### src/rtl/core/rdr_pkg.sv
package rdr_pkg;

    localparam int AXIS_BITS  = 16;
    localparam int FRAC_BITS  = AXIS_BITS - 1;
    localparam int GUARD_BITS = 8;
    localparam int DZ_BITS    = 15;
    localparam int R2_W       = 2 * AXIS_BITS;
    localparam int V_W        = R2_W + 2 * GUARD_BITS;
    localparam int RQ_W       = V_W / 2;
    localparam int PROD_W     = AXIS_BITS + RQ_W;

    typedef struct packed {
        logic signed [AXIS_BITS-1:0] stick_x;
        logic signed [AXIS_BITS-1:0] stick_y;
    } stick_t;

    typedef struct packed {
        logic signed [AXIS_BITS-1:0] clean_x;
        logic signed [AXIS_BITS-1:0] clean_y;
    } clean_t;

    typedef struct packed {
        logic [AXIS_BITS-1:0] mx;
        logic [AXIS_BITS-1:0] my;
        logic                 nx;
        logic                 ny;
        logic                 in_dz;
        logic [FRAC_BITS-1:0] dz;
    } side_t;

    typedef struct packed {
        logic            vld;
        side_t           side;
        logic [V_W-1:0]  v;
        logic [RQ_W+2:0] rem;
        logic [RQ_W-1:0] root;
    } sqrt_beat_t;

    typedef struct packed {
        logic                 vld;
        logic                 neg;
        logic                 zero;
        logic                 sat;
        logic [PROD_W-1:0]    den;
        logic [PROD_W:0]      rem;
        logic [FRAC_BITS-1:0] q;
    } div_beat_t;

endpackage

### src/rtl/core/rdr_div_cell.sv
module rdr_div_cell (
    input  logic              clk,
    input  logic              rst_n,
    input  logic              en,
    input  rdr_pkg::div_beat_t din,
    output rdr_pkg::div_beat_t dout
);
    import rdr_pkg::*;

    div_beat_t       beat_reg;
    div_beat_t       beat_next;
    logic [PROD_W:0] rem2;

    // one quotient bit per cell, restoring step
    always_comb
    begin
        rem2      = {din.rem[PROD_W-1:0], 1'b0};
        beat_next = din;
        if (rem2 >= {1'b0, din.den})
        begin
            beat_next.rem = rem2 - {1'b0, din.den};
            beat_next.q   = {din.q[FRAC_BITS-2:0], 1'b1};
        end
        else
        begin
            beat_next.rem = rem2;
            beat_next.q   = {din.q[FRAC_BITS-2:0], 1'b0};
        end
    end

    always_ff @(posedge clk or negedge rst_n)
    begin
        if (!rst_n)
            beat_reg <= '0;
        else if (en)
            beat_reg <= beat_next;
    end

    assign dout = beat_reg;

endmodule
### config.mk
export PLATFORM = sky130hd
export DESIGN_NAME = rdr_div_cell
export DESIGN_NICKNAME = d
export VERILOG_FILES = /design/src/rtl/core/rdr_pkg.sv /design/src/rtl/core/rdr_div_cell.sv
export SDC_FILE = /design/constraint.sdc
export NUM_CORES = 1
export LEC_CHECK = 0
export BUFFER_PORTS_ARGS = -buffer_cell sky130_fd_sc_hd__buf_4
export CAP_MARGIN = 25
export CELL_PAD_IN_SITES_DETAIL_PLACEMENT = 2
export CELL_PAD_IN_SITES_GLOBAL_PLACEMENT = 2
export CORE_ASPECT_RATIO = 1.4
export CORE_MARGIN = 2
export CORE_UTILIZATION = 33
export DETAILED_ROUTE_END_ITERATION = 16
export PLACE_DENSITY = 0.95
export SYNTH_ARGS = -nofsm -noshare
export SYNTH_HDL_FRONTEND = slang
export SYNTH_SLANG_ARGS = --single-unit
### constraint.sdc
create_clock -name clk -period 1.1 [get_ports clk]
set_input_delay 0.33 -clock clk [delete_from_list [all_inputs] [get_ports clk]]
set_output_delay 0.33 -clock clk [all_outputs]
set_load 0.01 [all_outputs]
==> flow_summary.ini, run 1 <==
[clock_network]
htreeDepth = 3
cts_buffers = 9
cts_setup_buffers = 82
cts.hold.buffers_added = 1
cts_sinks = 100
clockRootBuffer = clkbuf_16
cts.path.max_buffers = 2
cts_resized = 314

[outcome]
stop_stage = clock tree synthesis
status = aborted with a tool error
stop_error = [ERROR DPL-0033] detailed placement checks failed during check placement.

[placed_design]
port_buffers = 200
dpl.hpwl_mm = 27.18
dp_slack_ns = -1.922
place.gp.congestion = 0.9111
post_dp_cell_area_um2 = 10030

[logic_synthesis]
synth_cell_types = 63
synth_edf_count = 0
syn_area_per_cell_um2 = 9.156
ys_seq_area_share_pct = 37.75
syn_nets = 868
yosys_warnings = 0
synth_flop_cell = dfrtp_1
async_flop_share_pct = 100.0
synth_cells = 724
syn_area_um2 = 6629
ys_seq_elements = 100

[floorplan]
dieHeight_um = 171.7
die_w_um = 123.8
placement_rows = 61
initial_core_util_pct = 33.53
ios = 203
[synthesized netlist by cell type, types with 12 or more instances]
library cell	count	share of area, %
a21o_1	13	1.5
a21oi_1	72	5.4
inv_1	54	3.1
nand3_1	14	1.1
mux2_2	59	10
a31oi_1	20	1.9
nand4_1	12	1.1
xnor2_1	16	2.1
dfrtp_1	100	38
nor3_1	12	0.91
nor2_1	68	3.9
xor2_1	21	2.8
nand2_1	51	2.9
ha_1	40	7.6
o21ai_0	22	1.7
clkbuf_1	25	1.4
[cells by family after synthesis]
group                    Yosys count  synth area share (%)
XOR/XNOR                          37                 4.889
AND/OR/NAND/NOR                  184                 12.48
buffers and inverters             96                 5.964
adder cells (fa/ha/maj)           41                 7.852
AO/OA/AOI/OAI                    201                 20.14
multiplexers                      65                 10.93
flip-flops                       100                 37.75
[metrics by stage]
stage | cells | hold WS [ns] | setup TNS [ns] | util (%)
2_1_floorplan | 724 | 0.03441 | -60.41 | -
3_3_place_gp | 1313 | 0.2176 | -71.78 | 50.73
3_5_place_dp | 1313 | 0.2178 | -80.97 | 50.73
==> run 2: changes to the inputs <==
- CELL_PAD_IN_SITES_DETAIL_PLACEMENT: 2 -> unset
- CELL_PAD_IN_SITES_GLOBAL_PLACEMENT: 2 -> unset
- CORE_ASPECT_RATIO: 1.4 -> unset
- CORE_UTILIZATION: 33 -> 35
- PLACE_DENSITY: 0.95 -> unset
- PLACE_DENSITY_LB_ADDON: unset -> 0.15
==> flow_summary.ini, run 2 <==
[detailed_routing]
vias = 6783
drt-total-wl_mm = 22.20
first_pass_iters = 4
dr.first_iter.drc_count = 339
wl_per_cell_um = 16.30
drc = 0
viasPerCell = 4.980
ant_nets = 0

[clock_network]
clockRootBuffer = clkbuf_16
cts_tree = yes
clock_latency_ns = 0.36
clk_pin_slew_ns = 0.08
cts.path.max_buffers = 2
htreeDepth = 3
cts_sinks = 100
cts_buffers = 9

[logic_synthesis]
yosys_warnings = 0
synth_cell_types = 63
synth_flop_cell = dfrtp_1
yosysMostFrequentCell = dfrtp_1
netlist_top_cells_count = 100 x dfrtp_1, 72 x a21oi_1, 68 x nor2_1
synth_xor_area_share_pct = 4.889
yosysTopAreaCell = dfrtp_1
syn_area_per_cell_um2 = 9.156
ys_seq_area_share_pct = 37.75
async_flop_share_pct = 100.0
ys_seq_elements = 100
synth_compound_area_share_pct = 20.14
synth_top_family_by_area = compound AO/OA/AOI/OAI gates
synth_cells = 724
muxShareOfSynthArea_pct = 10.93
synth-simple-area-share_pct = 12.48
synth_area_leaders = dfrtp_1 38%, mux2_2 10%, ha_1 7.6%
syn_nets = 868
synthAdderAreaFrac_pct = 7.852
synth_edf_count = 0
syn_area_um2 = 6629
synth_top_area_share_pct = 37.75

[critical_path]
r2r_slack_ns = 0.14
slowest_delay_ns = 0.37
crit_chain = buf_12 -> inv_12 -> ha_4 -> buf_4 -> nand4_1 -> buf_4 -> nor4_4 -> buf_4 -> a41o_1 -> a211oi_4 -> o21a_4 -> buf_12 -> nor2_4 -> a21oi_4 -> a21oi_2
r2r_end = dout[46]
crit_fanout = 7
r2r_start = dout[46]
worst_path_max_delay_cell = a211oi_4
crit_required_ns = 1.34
worstPathArrival_ns = 2.65
start_kind = input pin
path_class = in -> reg
cp_common_cell = buf_4
reg2reg_depth = 4
worstSetupEndpointType = flip-flop

[floorplan]
initial_core_util_pct = 35.56
dieHeight_um = 141.6
ios = 203
placement_rows = 50
die-area_um2 = 20060
coreArea_um2 = 18640
die_w_um = 141.6

[pwr]
power_mw = 13.98
powerDensity_nw_per_um2 = 1184
ir_worst_vdd_uv = 754.4
leakagePower_nw = 5.416

[sta]
rsz0062_at_grt = yes
fmax_mhz = 414.6
finalCritPeriodShare_pct = 219.3
tightestPinTransition_ns = 0.4767
finalSetupViolCount = 142
period_minus_slack_ns = 2.412
worst_hold_slack_ns = 0.2004
slew_violations = 0
skew_ns = 0
finalHoldViolations = 0
setup_slack_ns = -1.312
tns_ns = -60.54
slew_headroom_pct = 67.89

[final_layout]
diodes = 0
final_cell_area_um2 = 11810
final_core_util_pct = 63.34
final_cells = 1362
area_growth_pct = 78.12
layout_common_cells = 293 x buf_4, 115 x buf_6, 100 x dfrtp_1, 58 x mux2_2, 50 x nor2_1
largest_register_ffs = 100
drive_gt1_share_pct = 58.33
final_common_cell = buf_4
num-nets-final = 1267

[global_routing]
grt_pass1_vias = 7053
grt_max_degree = 43
antenna_found_initial = 0
grt_util_all_layers_pct = 22.55
grt_pass1_wl_mm = 36.16
grt_overflow = 0

[min_path]
min_from = din[6]
min_path_cells = 2
hold_path_class = in -> reg
holdPathEnd = dout[7]

[placed_design]
port_buffers = 200
dp_slack_ns = -1.772
dp.cells = 1302
place.gp.congestion = 0.8820
dpl.hpwl_mm = 16.82
post_dp_cell_area_um2 = 10070

[outcome]
status = finished, violations left
violations = negative setup slack

[run]
maxCapViolCount = 0
==> run 2: cell counts after synthesis <==
Identical to the previous run, type by type.
==> run 2: metal layers <==
| layer | vias up | share of wire (%) | GRT usage [%] |
|---|---|---|---|
| met5 | - | 0 | 0 |
| met4 | 0 | 1.2 | 5.211 |
| met3 | 18 | 3.8 | 3.172 |
| met2 | 158 | 50 | 39.78 |
| met1 | 3247 | 44 | 29.33 |
| li1 | 3360 | - | - |
==> run 2: cells by family after synthesis <==
kind of cell	Yosys count
compound gates	201
fa+ha+maj	41
simple gates	184
mux	65
flops	100
buf+inv	96
xor+xnor	37
==> run 2: worst max-delay path by stage <==
| stage | from | end | slack [ns] | depth (start not counted) |
|---|---|---|---|---|
| floorplan | din[71] | dout[53] | -1.44 | 12 |
| global placement | din[72] | dout[53] | -1.75 | 13 |
| detailed placement | din[72] | dout[53] | -1.77 | 13 |
| CTS | din[60] | dout[47] | -1.28 | 13 |
| global route | din[18] | dout[47] | -1.35 | 12 |
| finish | din[71] | dout[36] | -1.31 | 15 |
==> run 2: final cells by class <==
cell class / instances / area [µm²]
Timing Repair Buffer: 428 / 3865
Tap cell: 234 / 292.8
Inverter: 54 / 222.7
Multi-Input combinational cell: 530 / 4649
Sequential cell: 100 / 2502
Fill cell: 1557 / 6835
Clock buffer: 10 / 229.0
Clock inverter: 6 / 46.29
==> run 2: report_power, final <==
group          internal [mW]  switching, mW
clock network           1.56           1.58
logic                   3.54           2.75
registers               4.19          0.366
==> run 2: worst max-delay path, delay by kind of cell <==
family,cells,cell delay [ns]
AOI/OAI and AO/OA,5,1.16
buffers and inverters,6,0.73
and+or+nand+nor,3,0.20
adders and majority gates,1,0.22
==> run 2: repair_timing <==
action                                  CTS  global route
pin swaps                                73            16
gates cloned                              4             0
setup buffers                            20            19
hold endpoints to repair                  8             0
endpoints found under the setup margin  142           142
hold buffers                              1             0
gates resized for setup                 214            43
No activity file was read; power rests on OpenSTA's default activity.
