==> config.mk <==
export PLATFORM = sky130hd
export DESIGN_NAME = rdr_sqrt_cell
export DESIGN_NICKNAME = d
export VERILOG_FILES = /design/src/rtl/core/rdr_pkg.sv /design/src/rtl/core/rdr_sqrt_cell.sv
export SDC_FILE = /design/constraint.sdc
export NUM_CORES = 1
export LEC_CHECK = 0
export ABC_AREA = 1
export BUFFER_PORTS_ARGS = -buffer_cell sky130_fd_sc_hd__buf_4
export CAP_MARGIN = 5
export CORE_ASPECT_RATIO = 1.5
export CORE_MARGIN = 1.5
export CORE_UTILIZATION = 40
export CTS_CLUSTER_DIAMETER = 100
export DETAILED_ROUTE_END_ITERATION = 10
export PLACE_DENSITY_LB_ADDON = 0.05
export SYNTH_ARGS = -nofsm -noshare
export SYNTH_HDL_FRONTEND = slang
export SYNTH_SLANG_ARGS = --single-unit
export TNS_END_PERCENT = 5
==> constraint.sdc <==
create_clock -name clk -period 0.8 [get_ports clk]
set_input_delay 0.16 -clock clk [delete_from_list [all_inputs] [get_ports clk]]
set_output_delay 0.16 -clock clk [all_outputs]
set_load 0.02 [all_outputs]
==> src/rtl/core/rdr_pkg.sv <==
package rdr_pkg;

    localparam int AXIS_BITS  = 16;
    localparam int FRAC_BITS  = AXIS_BITS - 1;
    localparam int GUARD_BITS = 8;
    localparam int DZ_BITS    = 15;
    localparam int R2_W       = 2 * AXIS_BITS;
    localparam int V_W        = R2_W + 2 * GUARD_BITS;
    localparam int RQ_W       = V_W / 2;
    localparam int PROD_W     = AXIS_BITS + RQ_W;

    typedef struct packed {
        logic signed [AXIS_BITS-1:0] stick_x;
        logic signed [AXIS_BITS-1:0] stick_y;
    } stick_t;

    typedef struct packed {
        logic signed [AXIS_BITS-1:0] clean_x;
        logic signed [AXIS_BITS-1:0] clean_y;
    } clean_t;

    typedef struct packed {
        logic [AXIS_BITS-1:0] mx;
        logic [AXIS_BITS-1:0] my;
        logic                 nx;
        logic                 ny;
        logic                 in_dz;
        logic [FRAC_BITS-1:0] dz;
    } side_t;

    typedef struct packed {
        logic            vld;
        side_t           side;
        logic [V_W-1:0]  v;
        logic [RQ_W+2:0] rem;
        logic [RQ_W-1:0] root;
    } sqrt_beat_t;

    typedef struct packed {
        logic                 vld;
        logic                 neg;
        logic                 zero;
        logic                 sat;
        logic [PROD_W-1:0]    den;
        logic [PROD_W:0]      rem;
        logic [FRAC_BITS-1:0] q;
    } div_beat_t;

endpackage

==> src/rtl/core/rdr_sqrt_cell.sv <==
module rdr_sqrt_cell (
    input  logic               clk,
    input  logic               rst_n,
    input  logic               en,
    input  rdr_pkg::sqrt_beat_t din,
    output rdr_pkg::sqrt_beat_t dout
);
    import rdr_pkg::*;

    sqrt_beat_t      beat_reg;
    sqrt_beat_t      beat_next;
    logic [RQ_W+2:0] acc;
    logic [RQ_W+2:0] trial;

    // one root bit per cell: bring down two radicand bits, try 4*root+1
    always_comb
    begin
        acc       = {din.rem[RQ_W:0], din.v[V_W-1 -: 2]};
        trial     = {1'b0, din.root, 2'b01};
        beat_next = din;
        beat_next.v = din.v << 2;
        if (acc >= trial)
        begin
            beat_next.rem  = acc - trial;
            beat_next.root = {din.root[RQ_W-2:0], 1'b1};
        end
        else
        begin
            beat_next.rem  = acc;
            beat_next.root = {din.root[RQ_W-2:0], 1'b0};
        end
    end

    always_ff @(posedge clk or negedge rst_n)
    begin
        if (!rst_n)
            beat_reg <= '0;
        else if (en)
            beat_reg <= beat_next;
    end

    assign dout = beat_reg;

endmodule

* Word-level counts from Yosys, hierarchy flattened *
Index checks and enable logic that the tools add are counted.

word-level totals
  output and inout bits = 150
  register bits after elaboration = 148
  word-level logic and storage cells = 13
  input bits = 153

cells by class
  muxes and demuxes = 1
  $add $sub $neg = 1
  order comparisons = 1

operator list
  operator                                          count
  51-bit two-way mux                                1
  27-bit by 26-bit >= comparator with 1-bit output  1
  27-bit by 26-bit subtractor with 27-bit output    1

* Logic depth before layout (Yosys ltp) *
Gate-level depths: netlist (run 1).

  depth in word-level cells = 2
  depth in mapped cells = 15
  depth with buffers taken out = 15

* Least setup slack after synthesis (run 1) *
Ideal clock, no wire load.

  path type = input port to flip-flop
  from = input port din[4] in the netlist's numbering
  to = register beat_reg, in the netlist dout[27]
  data required time = 0.683 ns
  stages on the path = 14
  slack = -0.907 ns
  buffers on the path = 2
  arrival = 1.590 ns
  setup time = 0.117 ns
  cells stage by stage = inv_1 > ha_1 > nand2_2 > inv_1 > a21oi_1 > nand2_2 > nand2_2 > nand2_2 > nand2_2 > buf_6 > buf_6 > nand3b_1 > nand3_1 > nand2_1

on the way
  longest elaborated chain between the ends = 2

ends and longest elaborated chain
  what                                              line                 RTL
  start: declaration                                rdr_sqrt_cell.sv:5   input rdr_pkg::sqrt_beat_t din,
  27-bit by 26-bit >= comparator with 1-bit output  rdr_sqrt_cell.sv:22  if (acc >= trial)
  51-bit two-way mux                                rdr_sqrt_cell.sv:22
  end signal: assignment                            rdr_sqrt_cell.sv:39  beat_reg <= beat_next;
  end: declaration                                  rdr_sqrt_cell.sv:10  sqrt_beat_t beat_reg;

Every way passes these cells.
A chain may end at the register's enable or synchronous reset.

* Worst setup path in the final report (run 1) *
  from = input port din[47] in the netlist's numbering
  to = register beat_reg, in the netlist dout[46]

Same word-level chain as after synthesis.

==> results of run 1 <==
-- through the flow --
| stage | setup WS (ps) | TNS (ps) | hold slack [ps] | instance area [um2] | power, uW |
|---|---|---|---|---|---|
| 2_1_floorplan | -740 | -47060 | -136 | 8540 | 12500 |
| 3_3_place_gp | -1260 | -49920 | 191 | 11700 | 16000 |
| 3_5_place_dp | -1190 | -50020 | 189 | 11700 | 16000 |
| 4_1_cts | -549 | -62560 | 5.98 | 14200 | 25500 |
| 5_1_grt | -706 | -68820 | 39.3 | 14400 | 26800 |
| 6_report | -599 | -61590 | 35.3 | 14400 | 25700 |
-- logic make-up (layout without fill, tap and decap cells) --
family | Yosys count | in the layout
buf+inv | 172 | 670
compound gates | 39 | 39
other cells | 1 | 2
xor+xnor | 9 | 9
fa+ha+maj | 26 | 26
flops | 148 | 148
simple gates | 743 | 743
-- report_power, final --
part	internal, uW	total (uW)	switching, uW
registers	8280	8890	607
clock network	5110	8210	3100
logic	4200	8580	4380
total	17600	25700	8090
-- final timing paths --
| kind | startpoint | endpoint | cells after the start |
|---|---|---|---|
| max | din[47] | dout[46]$_DFFE_PN0P_ | 12 |
| min | din[14] | dout[15]$_DFFE_PN0P_ | 3 |
| max reg2reg | dout[92]$_DFFE_PN0P_ | dout[92]$_DFFE_PN0P_ | 2 |
| min reg2reg | dout[54]$_DFFE_PN0P_ | dout[54]$_DFFE_PN0P_ | 2 |
| max in group asynchronous | rst_n | dout[101]$_DFFE_PN0P_ | 3 |
| min in group asynchronous | rst_n | dout[34]$_DFFE_PN0P_ | 3 |
-- Yosys cell counts --
master and number:
a21oi_1 12, a21oi_2 1, and2_1 3, buf_1 4
buf_2 1, buf_4 2, buf_6 8, clkbuf_1 24
conb_1 1, dfrtp_1 148, dlygate4sd3_1 1, ha_1 26
inv_1 129, inv_2 3, nand2_1 601, nand2_2 18
nand2_4 1, nand3_1 49, nand3_2 2, nand3b_1 20
nand4_1 9, nor2_1 27, nor2_2 8, nor2_4 3
nor3_2 2, o21ai_0 23, o21ai_1 1, o21bai_1 2
xnor2_1 8, xor2_1 1
-- layout by cell type (no fill, tap or decap), types with 2 or more instances in the layout --
cell type	n
a21oi_1	8
a21oi_2	3
a21oi_4	2
and2_1	3
buf_12	11
buf_4	232
buf_6	161
buf_8	2
bufinv_16	3
clkbuf_16	18
clkbuf_8	3
clkinv_2	3
clkinvlp_4	2
conb_1	2
dfrtp_1	148
dlygate4sd3_1	101
ha_1	2
ha_4	24
inv_1	104
inv_2	17
inv_4	10
nand2_1	561
nand2_2	41
nand2_4	17
nand3_1	32
nand3_2	17
nand3_4	2
nand3b_1	20
nand4_1	9
nor2_1	23
nor2_2	7
nor2_4	8
nor3_4	2
o21ai_0	23
o21bai_1	2
xnor2_1	8
-- area by class of cell --
| class | count | share of cell area |
|---|---|---|
| repair buffers | 508 | 0.337 |
| multi-input cells | 819 | 0.304 |
| flip-flops and latches | 148 | 0.258 |
| inverters | 132 | 0.0366 |
| clock buffers | 21 | 0.0328 |
| well taps | 260 | 0.0227 |
| clock inverters | 9 | 0.00898 |
-- worst max-delay path: cells and delay by family --
family | cells | cell delay [ps]
AND/OR/NAND/NOR | 8 | 960
buffers and inverters | 3 | 290
adder cells (fa/ha/maj) | 1 | 300
-- routing by layer --
metal  routed length (um)  global-route usage  part of all wire  up-vias
li1                     -                   -                 -     4413
met1                11900               0.316              0.37     4229
met2                17000               0.556              0.53      313
met3                 1790              0.0681             0.056       79
met4                 1530               0.153             0.047        0
met5                    0                   0                 0        -
-- repair_timing --
action / CTS / global route
cloned: 0 / 1
resized for setup: 208 / 37
hold endpoints to repair: 247 / 1
hold buffers: 100 / 1
setup buffers: 12 / 2
setup endpoints to repair: 176 / 176
pin swaps: 18 / 13
==> summary.md, run 1 <==
| Metric | Value |
|---|---|
| Post-Synth Simple-Gate Area | 0.379 |
| Cell count after synthesis | 1138 |
| Hold Crit Class | input pin to flip-flop |
| CTS Sinks | 148 |
| Leakage | 0.00777 uW |
| Peak supply drop | 0.983 mV |
| RSZ-0062 raised after global routing | yes |
| Internal reg-to-reg setup slack | 60 ps |
| Routed Antenna Nets | 0 |
| GRT Resource Usage Total | 0.300 |
| Detailed placement HPWL | 22700 um |
| PD cells | 1790 nW/um2 |
| Multiplexer share of the synthesized area | 0 |
| Initial antenna violation count | 0 |
| Initial detailed-routing violation count | 521 |
| Xor and xnor fraction of the mapped netlist area | 0.00972 |
| Die area | between 20000 and 25000 um2 |
| Max reg flops | 148 |
| Via count | 9034 |
| Post-synthesis cell type count | 30 |
| CP Cell Sequence | buf_8 > ha_4 > inv_4 > nor3_4 > nand2_2 > nor3_4 > nand2_4 > nand2_8 > buf_12 > nand3_2 > nand2_1 > nand2_1 |
| Critical path class | input pin to flip-flop |
| Compound-cell area share of the yosys netlist | 0.0251 |
| Max Cap Violations | 0 |
| TritonCTS clock tree | done |
| Global-route wire length before repair | about 49000 um |
| Worst setup margin | -599 ps |
| Sequential area share after synthesis | 0.457 |
| I/O pin total | roughly 300 |
| Floorplan row count | 63 |
| Vias in the first global route | 9202 |
| Yosys top cell by area | dfrtp_1 |
| Final instance count without filler cells | between 1.5k and 2k |
| Status | finished with violations |
| CP max FO | 7 |
| Avg WL per Cell | about 17 um |
| Netlist Area Pre-Place | 8110 um2 |
| CP max stage delay | 300 ps |
| Min Tclk post-route | 1400 ps |
| Via-per-instance ratio | 4.76 |
| Final GP Congestion | 0.986 |
| Critical Path Start Type | input pin |
| Initial Util | 0.408 |
| Largest net degree at the start of global routing | 65 |
| Dominant cells by area after synthesis | dfrtp_1 (46%), nand2_1 (28%), inv_1 (6.0%) |
| Combinational family with the most area after synthesis | simple AND/OR/NAND/NOR gates |
| H-tree depth | 4 |
| Placed Cells | between 1.5k and 2k |
| Die width | between 100 and 150 um |
| Fin nets | ~1.8k |
| CTS Buf Count | 17 |
| Final setup fails | approximately 180 |
| Adder-Cell Fraction of Synth Area | 0.0401 |
| Final hold violations | 0 |
| Core Footprint | 19900 um2 |
| Failing checks | setup timing |
| Residual DRC count | 0 |
| Area grow syn2layout | 77.0% |
| Clock buffer depth | 2 |
| FF+latch area | 3700 um2 |
| Max Fclk | 715 MHz |
| Diodes inserted | 0 |
| Reg clk slew, reported paths | 60 ps |
| Crit path DAT | between 1500 and 2000 ps |
| Fin crit share | 1.75 |
| Clock Latency Late Sink | between 400 and 500 ps |
| Share of the synthesized area in the top cell type | 0.457 |
| Crit-path slowest cell | ha_4 |
| Share of layout cells above drive strength 1 | 0.359 |
| Footprint of the multi-input gates | between 4000 and 5000 um2 |
| Synth warn | 0 |
| Synth Register Bits | 148 |
| TritonRoute pass-1 iters | 5 |
| FILL cells | 1503 |
| GR Overflow Total | 0 |
| Final Slew Violations | 0 |
| Crit. End Element | flip-flop |
| Drt total wl | 32200 um |
| Die height | 177 um |
| Worst Path Required | 1110 ps |
| Final core utilization | 0.723 |
| Clk_skew | 0 ps |
| Port bufs | 298 |
| Post-Syn Area per Cell | approximately 7.1 um2 |
| Root Buffer | clkbuf_16 |
Power figures use the tool's default switching activity.
==> inputs of run 2 (changes only) <==
CORE_UTILIZATION = 50   (was 40)
==> run 2 against run 1 <==
- the flow still finishes with violations (setup timing)
- final cell count is 3.4% lower
- flip-flop and latch count stayed put
- maximum frequency is 5.6% lower
- power is 2.5% higher
- clock skew stayed put
- critical path depth is 2 higher
- global-route usage is 18 points higher
- wire length is 34% higher
- count of clock-buffer cells in the layout is 3 lower
- combinational power is 6.1% higher
- worst hold slack worse by 14 ps
- via count is 19% higher
- critical endpoint is now dout[28]$_DFFE_PN0P_
- largest cell class unchanged
==> summary.md, run 2 (synthesized netlist as in run 1, its figures left out) <==
| Metric | Value |
|---|---|
| Status | finished with violations |
| Failing checks | setup timing |
| I/O pin total | 303 |
| Drt total wl | between 40000 and 50000 um |
| Least-Margin Pin Slew | 525 ps |
| Hold Startpoint | din[19] |
| Crit. End Element | flip-flop |
| Clock share of power | 0.310 |
| Largest net degree at the start of global routing | 57 |
| Floorplan row count | 56 |
| Core Footprint | 15800 um2 |
| Initial detailed-routing violation count | 1451 |
| Seq pwr share | 0.344 |
| End of the worst register-to-register path | dout[101]$_DFFE_PN0P_ |
| Reg clk slew, reported paths | about 70 ps |
| RSZ-0062 raised after global routing | yes |
| Initial Util | 0.515 |
| Worst setup margin | -683 ps |
| Max reg flops | approximately 150 |
| Routed Antenna Nets | 0 |
| R2R cell count | 2 |
| Most frequent cells in the layout | nand2_1 (555), buf_4 (228), buf_6 (160), dfrtp_1 (147), inv_1 (104) |
| Root Buffer | clkbuf_16 |
| Peak supply drop | 1.52 mV |
| CP max FO | 9 |
| Pint | 16800 uW |
| Via-per-instance ratio | 5.85 |
| Fin crit share | 1.85 |
| Clk_skew | 0 ps |
| Detailed placement HPWL | 22100 um |
| Total negative slack | -67920 ps |
| TritonRoute pass-1 iters | 9 |
| Max Fclk | a little under 700 MHz |
| PD cells | 1860 nW/um2 |
| Clock Latency Late Sink | 420 ps |
| Area grow syn2layout | 74.7% |
| Port bufs | 298 |
| Leakage | 0.00771 uW |
| Crit path DAT | 1790 ps |
| Most common cell after layout, fill and taps aside | nand2_1 |
| Hold Crit Class | input pin to flip-flop |
| Global-route wire length before repair | 60800 um |
| Max-slew headroom | 0.650 |
| Final GP Congestion | between 0.9 and 1 |
| Hold depth | 3 |
| Critical path class | input pin to flip-flop |
| CTS Sinks | 148 |
| Clock buffer depth | 2 |
| Switching Share | 0.362 |
| FF-to-FF Start | dout[101]$_DFFE_PN0P_ |
| GR Overflow Total | 0 |
| H-tree depth | 4 |
| Avg WL per Cell | 23.4 um |
| Final Slew Violations | 0 |
| Sw Pwr | roughly 9500 uW |
| CTS Buf Count | 17 |
| Fin nets | 1795 |
| Die area | 17000 um2 |
| Die height | around 160 um |
| Initial antenna violation count | 2 |
| Die width | roughly 110 um |
| TritonCTS clock tree | done |
| GRT Resource Usage Total | 0.476 |
| Critical Path Start Type | input pin |
| Min Tclk post-route | 1480 ps |
| Internal reg-to-reg setup slack | -120 ps |
| Max Cap Violations | 0 |
| Final setup fails | 181 |
| Share of layout cells above drive strength 1 | 0.359 |
| Via count | between 10k and 15k |
| Final hold violations | 0 |
| Worst Path Required | 1100 ps |
| Tot Pwr | 26300 uW |
| Worst Hold End | dout[20]$_DFFE_PN0P_ |
| Vias in the first global route | 10.6k |
| Residual DRC count | 0 |
| Comb pwr share | 0.346 |
## run 2: routing by layer
layer,vias to the layer above,share of wire,GRT usage
li1,4405,-,-
met1,4925,0.31,0.506
met2,1007,0.47,0.781
met3,387,0.12,0.162
met4,2,0.10,0.337
met5,-,0.00030,0
## run 2: worst max path at each step
| stage | endpoint | startpoint | slack [ps] |
|---|---|---|---|
| finish | dout[28]$_DFFE_PN0P_ | din[2] | -680 |
| global route | dout[46]$_DFFE_PN0P_ | din[98] | -760 |
| CTS | dout[44]$_DFFE_PN0P_ | din[45] | -590 |
| detailed placement | dout[43]$_DFFE_PN0P_ | din[17] | -1180 |
| global placement | dout[43]$_DFFE_PN0P_ | din[17] | -1190 |
| floorplan | dout[27]$_DFFE_PN0P_ | din[3] | -740 |
## run 2: power groups by stage
stage	combinational (uW)	sequential [uW]	clock [uW]
floorplan	2680	9790	0
global placement	6940	8820	0
detailed placement	7040	8850	0
CTS	8070	8870	7990
global route	9510	9080	8400
finish	9100	9050	8160
## run 2: per-stage QoR
| stage | instance area, um2 | hold slack, ps | util | setup WS, ps | cells |
|---|---|---|---|---|---|
| 5_1_grt | 14200 | 25.8 | 0.899 | -764 | 1833 |
| 3_3_place_gp | 11500 | 4.88 | 0.732 | -1190 | 1686 |
| 4_1_cts | 13800 | 23.5 | 0.874 | -587 | 1822 |
| 3_5_place_dp | 11500 | 6.63 | 0.732 | -1180 | 1686 |
| 6_report | 14200 | 21.1 | 0.899 | -683 | 1833 |
| 2_1_floorplan | 8540 | -136 | - | -740 | 1139 |
## run 2: worst max-delay path: stages
cell      delay (ps)
buf_4            110
inv_2             80
ha_4             220
nand2_1          140
nor2_4            50
inv_1            100
nor2_2            60
nand2_2           60
nand2_2           60
nor2_4           220
buf_6            210
nand3b_1         150
nand3_1          100
nand2_1           70
## run 2: timing repair
item / 4_1_cts / 5_1_grt
hold buffers: 98 / 0
cloned: 0 / 2
hold endpoints to repair: 245 / 0
resized for setup: 169 / 96
buffers inserted: 6 / 10
endpoints found under the setup margin: 176 / 182
pin swaps: 3 / 56
## run 2: area by class of cell
| class | count | area (um2) |
|---|---|---|
| Clock buffer | 18 | 429 |
| Antenna cell | 1 | 2.50 |
| Inverter | 132 | 538 |
| Sequential cell | 148 | 3700 |
| Tap cell | 203 | 254 |
| Timing Repair Buffer | 498 | 4720 |
| Multi-Input combinational cell | 819 | 4380 |
| Fill cell | 666 | 1590 |
| Clock inverter | 14 | 141 |
==> inputs of run 3 (changes only) <==
CORE_MARGIN = unset   (was 1.5)
==> run 3 against run 2 <==
- critical path depth fell by 1
- global-route usage rose by 2.8 points
- power about the same
- utilization up 0.12 points
- maximum frequency decreased by 3.7%
- worst hold slack got worse by 7.9 ps
- final cell count grew 0.65%
- largest power group unchanged
- register-to-register slack worse by 260 ps
- die area is 1.6% lower
- the run still ends with setup timing left
- clock skew is the same
- critical endpoint is now dout[46]$_DFFE_PN0P_
- sequential share of layout area about the same
- non-clock buffer count grew 12
==> summary.md, run 3 (synthesized netlist as in run 1, its figures left out) <==
| Metric | Value |
|---|---|
| Status | finished with violations |
| Crit path DAT | 1850 ps |
| Internal reg-to-reg setup slack | -380 ps |
| Total negative slack | -70330 ps |
| Final GP Congestion | 1.02 |
| Met2 WL | a little over 20000 um |
| Highest routed layer | met5 |
| Residual DRC count | 0 |
| Final Cell Area | between 10000 and 15000 um2 |
| Avg WL per Cell | 24.3 um |
| Final Slew Violations | 0 |
| Largest net degree at the start of global routing | 38 |
| Failing checks | setup timing |
| FF+latch area | 3710 um2 |
| Die width | 106 um |
| Core Footprint | 15800 um2 |
| CP max FO | 5 |
| FILL cells | 655 |
| Worst setup margin | -740 ps |
| Peak supply drop | 1.81 mV |
| Most common cell after layout, fill and taps aside | nand2_1 |
| RSZ-0062 raised after global routing | yes |
| Initial detailed-routing violation count | 1543 |
| TritonRoute pass-1 iters | 9 |
| Global-route wire length before repair | a little over 60000 um |
| Critical Path Start Type | input pin |
| GR Overflow Total | 0 |
| Floorplan row count | 56 |
| H-tree depth | 4 |
| TritonCTS clock tree | done |
| Via-per-instance ratio | 5.91 |
| Leakage | 0.00773 uW |
| Placed Cells | 1693 |
| Max Cap Violations | 0 |
| Port bufs | 298 |
| Initial Util | 0.515 |
| Hold Crit Class | input pin to flip-flop |
| Least-Margin Pin Slew | 981 ps |
| Routed met3 length | between 5000 and 6000 um |
| Most frequent cells in the layout | nand2_1 (565), buf_4 (239), buf_6 (157), dfrtp_1 (146), inv_1 (106) |
| Critical path class | input pin to flip-flop |
| Pre-CTS setup slack | -1090 ps |
| Final setup fails | roughly 180 |
| Clock buffer depth | 2 |
| PD cells | 1850 nW/um2 |
| Die height | 158 um |
| Detailed placement HPWL | around 22000 um |
| Max Fclk | 649 MHz |
| Die area | roughly 17000 um2 |
| Vias in the first global route | roughly 11k |
| Area grow syn2layout | 75.0% |
| Max-slew headroom | 0.339 |
| Reg clk slew, reported paths | 70 ps |
| Hold Slack | approximately 13 ps |
| Initial antenna violation count | 2 |
| Drt total wl | 44800 um |
| I/O pin total | just over 300 |
| Clk_skew | 0 ps |
| Share of layout cells above drive strength 1 | 0.353 |
| Min Tclk post-route | 1540 ps |
| Placed cell area | 11700 um2 |
| Root Buffer | clkbuf_16 |
| GRT Resource Usage Total | 0.504 |
| Post-Route M1 WL | ~14000 um |
| CTS Buf Count | 17 |
| Max reg flops | 148 |
| Fin crit share | 1.93 |
| Final hold violations | 0 |
| Worst Path Required | 1110 ps |
| Clock Latency Late Sink | 430 ps |
| Final instance count without filler cells | 1845 |
| Routed Antenna Nets | 0 |
| Footprint of the multi-input gates | 4280 um2 |
| CTS Sinks | 148 |
| Crit. End Element | flip-flop |
| Fin nets | 1807 |
| Via count | 10.9k |
run 3: worst max-delay path: stages:
cell and delay [ps]:
buf_4 110, inv_2 90, ha_4 240, nand2_1 80, nand2_1 120, nand2_1 270, nand3_1 180, a21oi_2 200
nand3_1 90, nand2_1 70, nand3_1 90, nand2_1 80, nand2_1 60
run 3: metrics by stage:
stage                     utilization  power [uW]
after global routing            0.900       27000
after floorplan                     -       12500
after CTS                       0.896       25100
after global placement          0.740       15900
final                           0.900       26300
after detailed placement        0.740       16000
run 3: layer usage:
layer	vias to the layer above	global-route usage
li1	4419	-
met1	5005	0.520
met2	1054	0.829
met3	433	0.166
met4	2	0.425
met5	-	0.00932
run 3: final timing paths:
path | from | to | depth (start not counted)
min in group asynchronous | rst_n | dout[5]$_DFFE_PN0P_ | 2
worst max-delay path | din[13] | dout[46]$_DFFE_PN0P_ | 13
max in group asynchronous | rst_n | dout[106]$_DFFE_PN0P_ | 3
worst max register to register | dout[15]$_DFFE_PN0P_ | dout[15]$_DFFE_PN0P_ | 2
worst min register to register | dout[29]$_DFFE_PN0P_ | dout[29]$_DFFE_PN0P_ | 2
worst min-delay path | din[19] | dout[20]$_DFFE_PN0P_ | 3
run 3: power by group:
| group | internal [uW] | switching, uW | total, uW |
|---|---|---|---|
| logic | 4200 | 4990 | 9190 |
| clock network | 4130 | 3910 | 8040 |
| registers | 8270 | 822 | 9090 |
run 3: repair_timing:
item                                    CTS  global route
endpoints found under the setup margin  176           185
pin swaps                                31             4
resized for setup                       191            30
gates cloned                              3             0
setup buffers                            18             0
hold endpoints to repair                246             0
hold buffers                             99             0
run 3: area by class of cell:
type / count / share of cell area
diodes: 1 / 0.000176
clock buffers: 18 / 0.0302
clock inverters: 14 / 0.00943
inverters: 132 / 0.0365
multi-input cells: 819 / 0.302
flip-flops and latches: 148 / 0.261
well taps: 203 / 0.0179
repair buffers: 510 / 0.343
